<file path="src/rtl/tng_pkg.sv">
// Shared types, codes and helper functions for the two-channel tone and noise generator.
// No dependencies; every other file imports this package.
package tng_pkg;

  typedef enum logic {
    CMD_TICK  = 1'b0,
    CMD_WRITE = 1'b1
  } cmd_t;

  typedef enum logic [2:0] {
    SEL_FF0E = 3'd0,
    SEL_FF0F = 3'd1,
    SEL_FF10 = 3'd2,
    SEL_FF11 = 3'd3,
    SEL_FF12 = 3'd4
  } reg_sel_t;

  localparam int unsigned DAC_BIT     = 7;
  localparam int unsigned FORCE_BIT   = 7;
  localparam logic [31:0] DECAY_LOAD  = 32'd131072;
  localparam logic [15:0] COUNT_RESET = 16'd1024;
  localparam logic [10:0] RELOAD_RESET = 11'd1024;
  localparam logic [7:0]  LFSR_TAPS   = 8'hB3;
  localparam logic [7:0]  LFSR_SEED   = 8'hFF;

  typedef struct packed {
    logic       command;
    logic [2:0] reg_select;
    logic [7:0] write_data;
  } in_item_t;

  typedef struct packed {
    logic       tone1_bit;
    logic       tone2_bit;
    logic       noise_bit;
    logic [6:0] volume_level;
    logic [7:0] control_byte;
  } out_item_t;

  typedef struct packed {
    logic en;
    logic tick;
    logic dac;
    logic force_set;
  } chan_ctl_t;

  typedef struct packed {
    logic fire;
    logic square;
  } chan_sts_t;

  function automatic logic [10:0] make_reload(input logic [7:0] low, input logic [7:0] high);
    logic [9:0] f;
    logic [9:0] inv;
    f   = {high[1:0], low};
    inv = ~(f + 10'd1);
    return {1'b0, inv} + 11'd1;
  endfunction

  function automatic logic [6:0] vol_level(input logic [3:0] sel);
    logic [6:0] v;
    case (sel)
      4'd0:    v = 7'd0;
      4'd1:    v = 7'd6;
      4'd2:    v = 7'd16;
      4'd3:    v = 7'd26;
      4'd4:    v = 7'd36;
      4'd5:    v = 7'd46;
      4'd6:    v = 7'd56;
      4'd7:    v = 7'd66;
      default: v = 7'd75;
    endcase
    return v;
  endfunction

endpackage

</file>
<file path="src/rtl/tng_chan.sv">
// One tone channel: down-counter, decay timer, overflow flag and square bit.
// Depends on tng_pkg for the control/status structs and reset constants.
module tng_chan (
  input  logic              clk,
  input  logic              rst_n,
  input  tng_pkg::chan_ctl_t ctl,
  input  logic [10:0]       reload,
  output tng_pkg::chan_sts_t sts
);
  import tng_pkg::*;

  logic [15:0] cnt_r, cnt_nxt, cnt_dec;
  logic [31:0] decay_r, decay_nxt, decay_dec;
  logic        seen_r, seen_nxt;
  logic        sq_r, sq_nxt;
  logic        ovf;
  logic        fire;

  always_comb begin
    cnt_dec   = cnt_r - 16'd1;
    ovf       = (cnt_dec == 16'd0);
    fire      = ctl.tick && !ctl.dac && ovf && !seen_r;
    decay_dec = (fire ? DECAY_LOAD : decay_r) - 32'd1;
    cnt_nxt   = cnt_r;
    decay_nxt = decay_r;
    seen_nxt  = seen_r;
    sq_nxt    = sq_r;
    if (ctl.tick) begin
      decay_nxt = decay_dec;
      if (ctl.dac) begin
        cnt_nxt = {5'd0, reload};
        if (decay_dec == 32'd0) seen_nxt = 1'b1;
      end else begin
        cnt_nxt  = ovf ? {5'd0, reload} : cnt_dec;
        seen_nxt = ovf;
        if (fire) sq_nxt = ~sq_r;
        if (decay_dec == 32'd0) sq_nxt = 1'b1;
      end
    end else if (ctl.force_set) begin
      sq_nxt = 1'b1;
    end
  end

  always_ff @(posedge clk) begin
    if (!rst_n) begin
      cnt_r   <= COUNT_RESET;
      decay_r <= DECAY_LOAD;
      seen_r  <= 1'b0;
      sq_r    <= 1'b1;
    end else if (ctl.en) begin
      cnt_r   <= cnt_nxt;
      decay_r <= decay_nxt;
      seen_r  <= seen_nxt;
      sq_r    <= sq_nxt;
    end
  end

  assign sts.fire   = fire;
  assign sts.square = sq_nxt;

endmodule

</file>
<file path="src/rtl/tng_core.sv">
// Sound registers, reload values, noise LFSR and the two tone channels.
// Depends on tng_pkg and tng_chan; result is combinational from state and the item.
module tng_core (
  input  logic                clk,
  input  logic                rst_n,
  input  logic                en,
  input  tng_pkg::in_item_t   item,
  output tng_pkg::out_item_t  result
);
  import tng_pkg::*;

  logic [7:0]  ff0e_r, ff0e_nxt;
  logic [7:0]  ff0f_r, ff0f_nxt;
  logic [7:0]  ff10_r, ff10_nxt;
  logic [7:0]  ctrl_r, ctrl_nxt;
  logic [7:0]  ff12_r, ff12_nxt;
  logic [10:0] reload_one_r, reload_one_nxt;
  logic [10:0] reload_two_r, reload_two_nxt;
  logic [7:0]  lfsr_r, lfsr_nxt;
  logic        lfsr_out_r, lfsr_out_nxt;
  logic        tick;
  logic        dac;
  logic        force_set;
  chan_ctl_t   ctl;
  chan_sts_t   sts_one, sts_two;

  always_comb begin
    tick           = (item.command == CMD_TICK);
    dac            = ctrl_r[DAC_BIT];
    force_set      = 1'b0;
    ff0e_nxt       = ff0e_r;
    ff0f_nxt       = ff0f_r;
    ff10_nxt       = ff10_r;
    ctrl_nxt       = ctrl_r;
    ff12_nxt       = ff12_r;
    reload_one_nxt = reload_one_r;
    reload_two_nxt = reload_two_r;
    if (!tick) begin
      case (item.reg_select)
        SEL_FF0E: begin
          ff0e_nxt       = item.write_data;
          reload_one_nxt = make_reload(item.write_data, ff12_r);
        end
        SEL_FF0F: begin
          ff0f_nxt       = item.write_data;
          reload_two_nxt = make_reload(item.write_data, ff10_r);
        end
        SEL_FF10: begin
          ff10_nxt       = item.write_data;
          reload_two_nxt = make_reload(ff0f_r, item.write_data);
        end
        SEL_FF11: begin
          ctrl_nxt  = item.write_data;
          force_set = item.write_data[FORCE_BIT];
        end
        SEL_FF12: begin
          ff12_nxt       = item.write_data;
          reload_one_nxt = make_reload(ff0e_r, item.write_data);
        end
        default: begin
        end
      endcase
    end
  end

  assign ctl.en        = en;
  assign ctl.tick      = tick;
  assign ctl.dac       = dac;
  assign ctl.force_set = force_set;

  tng_chan u_chan_one (
    .clk    (clk),
    .rst_n  (rst_n),
    .ctl    (ctl),
    .reload (reload_one_r),
    .sts    (sts_one)
  );

  tng_chan u_chan_two (
    .clk    (clk),
    .rst_n  (rst_n),
    .ctl    (ctl),
    .reload (reload_two_r),
    .sts    (sts_two)
  );

  always_comb begin
    lfsr_nxt     = lfsr_r;
    lfsr_out_nxt = lfsr_out_r;
    if (tick && dac) begin
      lfsr_nxt     = LFSR_SEED;
      lfsr_out_nxt = 1'b1;
    end else if (sts_two.fire) begin
      lfsr_out_nxt = lfsr_out_r ^ (^(lfsr_r & LFSR_TAPS));
      lfsr_nxt     = {lfsr_r[6:0], lfsr_out_nxt};
    end
  end

  always_ff @(posedge clk) begin
    if (!rst_n) begin
      ff0e_r       <= 8'd0;
      ff0f_r       <= 8'd0;
      ff10_r       <= 8'd0;
      ctrl_r       <= 8'd0;
      ff12_r       <= 8'd0;
      reload_one_r <= RELOAD_RESET;
      reload_two_r <= RELOAD_RESET;
      lfsr_r       <= LFSR_SEED;
      lfsr_out_r   <= 1'b1;
    end else if (en) begin
      ff0e_r       <= ff0e_nxt;
      ff0f_r       <= ff0f_nxt;
      ff10_r       <= ff10_nxt;
      ctrl_r       <= ctrl_nxt;
      ff12_r       <= ff12_nxt;
      reload_one_r <= reload_one_nxt;
      reload_two_r <= reload_two_nxt;
      lfsr_r       <= lfsr_nxt;
      lfsr_out_r   <= lfsr_out_nxt;
    end
  end

  assign result.tone1_bit    = sts_one.square;
  assign result.tone2_bit    = sts_two.square;
  assign result.noise_bit    = lfsr_out_nxt;
  assign result.volume_level = vol_level(ctrl_nxt[3:0]);
  assign result.control_byte = ctrl_nxt;

endmodule

</file>
<file path="src/rtl/two_channel_tone_noise_generator_top.sv">
// Two-channel tone and noise generator: one word in is one tick or register write,
// one word out. An input register feeds tng_core, whose result lands in an output register.
// Throughput is one word per cycle while out_stall does not hold the output; an accepted
// word passes the input register, then the result register onto out_word, and waits while
// out_stall holds the word already there. All channel, LFSR and register work is
// combinational between the two registers. in_stall rises only while both registers
// hold words and the output side stalls.
module two_channel_tone_noise_generator_top (
  input  logic               clk,
  input  logic               rst_n,
  input  logic               in_valid,
  output logic               in_stall,
  input  tng_pkg::in_item_t  in_word,
  output logic               out_valid,
  input  logic               out_stall,
  output tng_pkg::out_item_t out_word
);
  import tng_pkg::*;

  logic      in_vld_r;
  in_item_t  in_item_r;
  logic      out_vld_r;
  out_item_t out_item_r;
  out_item_t result;
  logic      advance;
  logic      commit;

  assign advance  = !out_vld_r || !out_stall;
  assign in_stall = in_vld_r && !advance;
  assign commit   = in_vld_r && advance;

  always_ff @(posedge clk) begin
    if (!rst_n) begin
      in_vld_r <= 1'b0;
    end else if (!in_stall) begin
      in_vld_r <= in_valid;
    end
  end

  always_ff @(posedge clk) begin
    if (in_valid && !in_stall) begin
      in_item_r <= in_word;
    end
  end

  tng_core u_core (
    .clk    (clk),
    .rst_n  (rst_n),
    .en     (commit),
    .item   (in_item_r),
    .result (result)
  );

  always_ff @(posedge clk) begin
    if (!rst_n) begin
      out_vld_r <= 1'b0;
    end else if (advance) begin
      out_vld_r <= in_vld_r;
    end
  end

  always_ff @(posedge clk) begin
    if (commit) begin
      out_item_r <= result;
    end
  end

  assign out_valid = out_vld_r;
  assign out_word  = out_item_r;

endmodule

</file>
<file path="config.mk">
export PLATFORM = sky130hd
export DESIGN_NAME = two_channel_tone_noise_generator_top
export DESIGN_NICKNAME = d
export VERILOG_FILES = /design/src/rtl/tng_pkg.sv /design/src/rtl/tng_chan.sv /design/src/rtl/tng_core.sv /design/src/rtl/two_channel_tone_noise_generator_top.sv
export SDC_FILE = /design/constraint.sdc
export NUM_CORES = 1
export LEC_CHECK = 0
export ABC_AREA = 1
export ABC_CLOCK_PERIOD_IN_PS = 4010
export BUFFER_PORTS_ARGS = -buffer_cell sky130_fd_sc_hd__buf_2
export CAP_MARGIN = 30
export CORE_MARGIN = 4
export CORE_UTILIZATION = 55
export CTS_CLUSTER_DIAMETER = 50
export DETAILED_ROUTE_END_ITERATION = 8
export PLACE_DENSITY_LB_ADDON = 0.2
export RECOVER_POWER = 100
export SLEW_MARGIN = 0
export SYNTH_ARGS = -nofsm -noshare
export SYNTH_HDL_FRONTEND = slang
export SYNTH_HIERARCHICAL = 1
export SYNTH_SLANG_ARGS = --single-unit
</file>
<file path="constraint.sdc">
create_clock -name clk -period 4.01 [get_ports clk]
set_input_delay 0.2005 -clock clk [delete_from_list [all_inputs] [get_ports clk]]
set_output_delay 0.2005 -clock clk [all_outputs]
set_load 0.03 [all_outputs]
</file>
==> reports/qor.yml <==
finalSetupTns_ps: 0
rsz0062_at_grt: "no"
required_ps: 4290
path_cells: "inv_1, ha_1, nand2_2, inv_1, nand3_1, nand2_1, nand2_1, nand3_1, nor2_2, nand3_4, buf_12, nand2_1, nor2_1, nand3_1, nor2_2, nand3_1, nand2_1, nand2_1, nor2_1, nand2_1, nor2_1, nand3_1, a21boi_0"
core_region_area_mm2: 0.0238
path_depth: 23
gp_congestion: 0.918
routed-via-count: 13600
finalSetupViolCount: 0
row_count: 56
yosysWarnings: 6
hold_violations: 0
clkTransAtPathRegs_ps: 80
timing.final.ws_setup_ps: 350
die-width_um: 164
area_growth_pct: 7.31
max_slew.worst_pin.slew_ps: 1990
io_pins: 36
drt_pre_antenna_iters: 6
slew_headroom: -0.326
multi_input_area_mm2: 0.00778
path_common_cell: "nand2_1"
clock_path_buffers: 2
cts.htree.levels: 4
clock_sinks: 191
p_leak_nw: 7.23
die_h_um: 164
crit_slowest_cell: "dfxtp_1"
fin_crit_ps: 3660
ant_nets: 0
critPathKind: "reg2reg"
mostFrequentLayoutCells: "647 x nand2_1, 276 x inv_1, 255 x nor2_1, 167 x nand3_1, 163 x o21ai_0"
antenna_found_initial: 0
min_path_cells: 3
critPathCaptureType: "flip-flop"
max_freq_mhz: 273
insertion_delay_ps: 450
path_max_fanout: 47
regArea_mm2: 0.00412
cp_slowest_stage_delay_ps: 330
slew_viol_final: 43
path_buf_inv: 3
worstSetupStartpointType: "flip-flop"
layout_commonest_cell: "nand2_1"
cts_tree: "built"
place.port_buffers: 35
wl_per_cell_um: 13.9
critical_path_arrival_ps: 3940
layout-drive-gt1-share: 0.0742
ir_worst_vdd_v: 0.000300
start_util: 0.564
timing.final.crit_share: 0.913
dp_hpwl_um: 24800
syn_inst: 2146
drtIter0Drc: 1088
overflow: 0
grt_pass1_wl_um: 57600
hp-class: "in2reg"
dpl_worst_slack_ps: 505
synth_fp_nets: 2179
clock_skew_ps: 16.7
violations: "capacitance limit, slew limit"
synth_area_mm2: 0.0134
die_area_mm2: 0.0269
reg2regPathDepth: 23
outcome: "finished with violations"
grt_pass1_vias: 12300
drc_errors: 0
post_cts_buffers: 0
drt_wl_total_um: 34400
clock-root-buffer: "clkbuf_16"
drt-vias-per-instance: 5.49
antennaDiodeCount: 0
numCtsBuffers: 17
final.fill_count: 2264
grt.total_usage: 0.257
grt_max_degree: 55
cp_top_family: "simple AND/OR/NAND/NOR gates"
layout.nets: 2176
drv_cap: 1
synth_area_per_cell_um2: 6.25
power_density_mw_per_mm2: 362
## final cells by class
cell class                      count  share of cell area
Sequential cell                   191               0.287
Clock inverter                     15              0.0133
Clock buffer                       17              0.0296
Tap cell                          319              0.0277
Inverter                          282              0.0736
Timing Repair Buffer               64              0.0286
Multi-Input combinational cell   1587               0.541
## tightest hold or removal path, cell delays in order
cell     delay [ps]
buf_2           100
inv_1            60
a21oi_2          50
## per-stage QoR
stage / hold WS, ps / total power [mW] / instance area [um^2] / std cells / utilization
3_5_place_dp: 379 / 3.47 / 13700 / 2431 / 0.579
2_1_floorplan: 299 / 3.17 / 13400 / 2146 / -
5_1_grt: 30.2 / 5.51 / 14400 / 2475 / 0.606
6_report: 15.9 / 5.20 / 14400 / 2475 / 0.606
3_3_place_gp: 377 / 3.45 / 13700 / 2429 / 0.576
4_1_cts: 2.74 / 5.23 / 14500 / 2475 / 0.610
## routing by layer
metal	global-route usage	part of all wire	vias to the layer above	wire, um
met1	0.348	0.46	6180	15800
met5	0	0	-	0
met3	0.0419	0.064	63	2210
met4	0.0701	0.022	0	759
met2	0.425	0.45	423	15600
li1	-	-	6919	-
## path summary, 6_finish.rpt
check / slack, ps / startpoint / endpoint
max: 350 / u_core/u_chan_one/cnt_r[0] / out_word[17]
min: 20 / in_valid / in_vld_r
max reg2reg: 350 / u_core/u_chan_one/cnt_r[0] / out_word[17]
min reg2reg: 460 / u_core/lfsr_r[3] / u_core/lfsr_r[3]
## power breakdown
part           total [mW]  internal, mW  switching, mW
registers            2.15          2.03          0.114
logic                1.31         0.419          0.892
clock network        1.74         0.852          0.890
total                5.20          3.31           1.90
## repair_timing
item | CTS | global route
setup endpoints to repair | 0 | 3
resized for setup | 0 | 5
endpoints found under the hold margin | 12 | 0
hold buffers | 12 | 0
## flip-flops by register name, indices dropped and copies added (netlist names)
register / count
u_core/u_chan_one/sq_r: 1
u_core/ff0f_r: 8
u_core/u_chan_two/seen_r: 1
in_item_r: 12
in_vld_r: 1
u_core/ctrl_r: 8
u_core/u_chan_two/decay_r: 32
out_valid: 1
u_core/u_chan_two/sq_r: 1
u_core/u_chan_one/cnt_r: 16
u_core/u_chan_two/cnt_r: 16
out_word: 18
u_core/u_chan_one/decay_r: 32
u_core/lfsr_out_r: 1
u_core/lfsr_r: 8
u_core/reload_two_r: 11
u_core/u_chan_one/seen_r: 1
u_core/ff10_r: 2
u_core/ff12_r: 2
u_core/reload_one_r: 11
u_core/ff0e_r: 8
No activity file was read; power rests on OpenSTA's default activity.
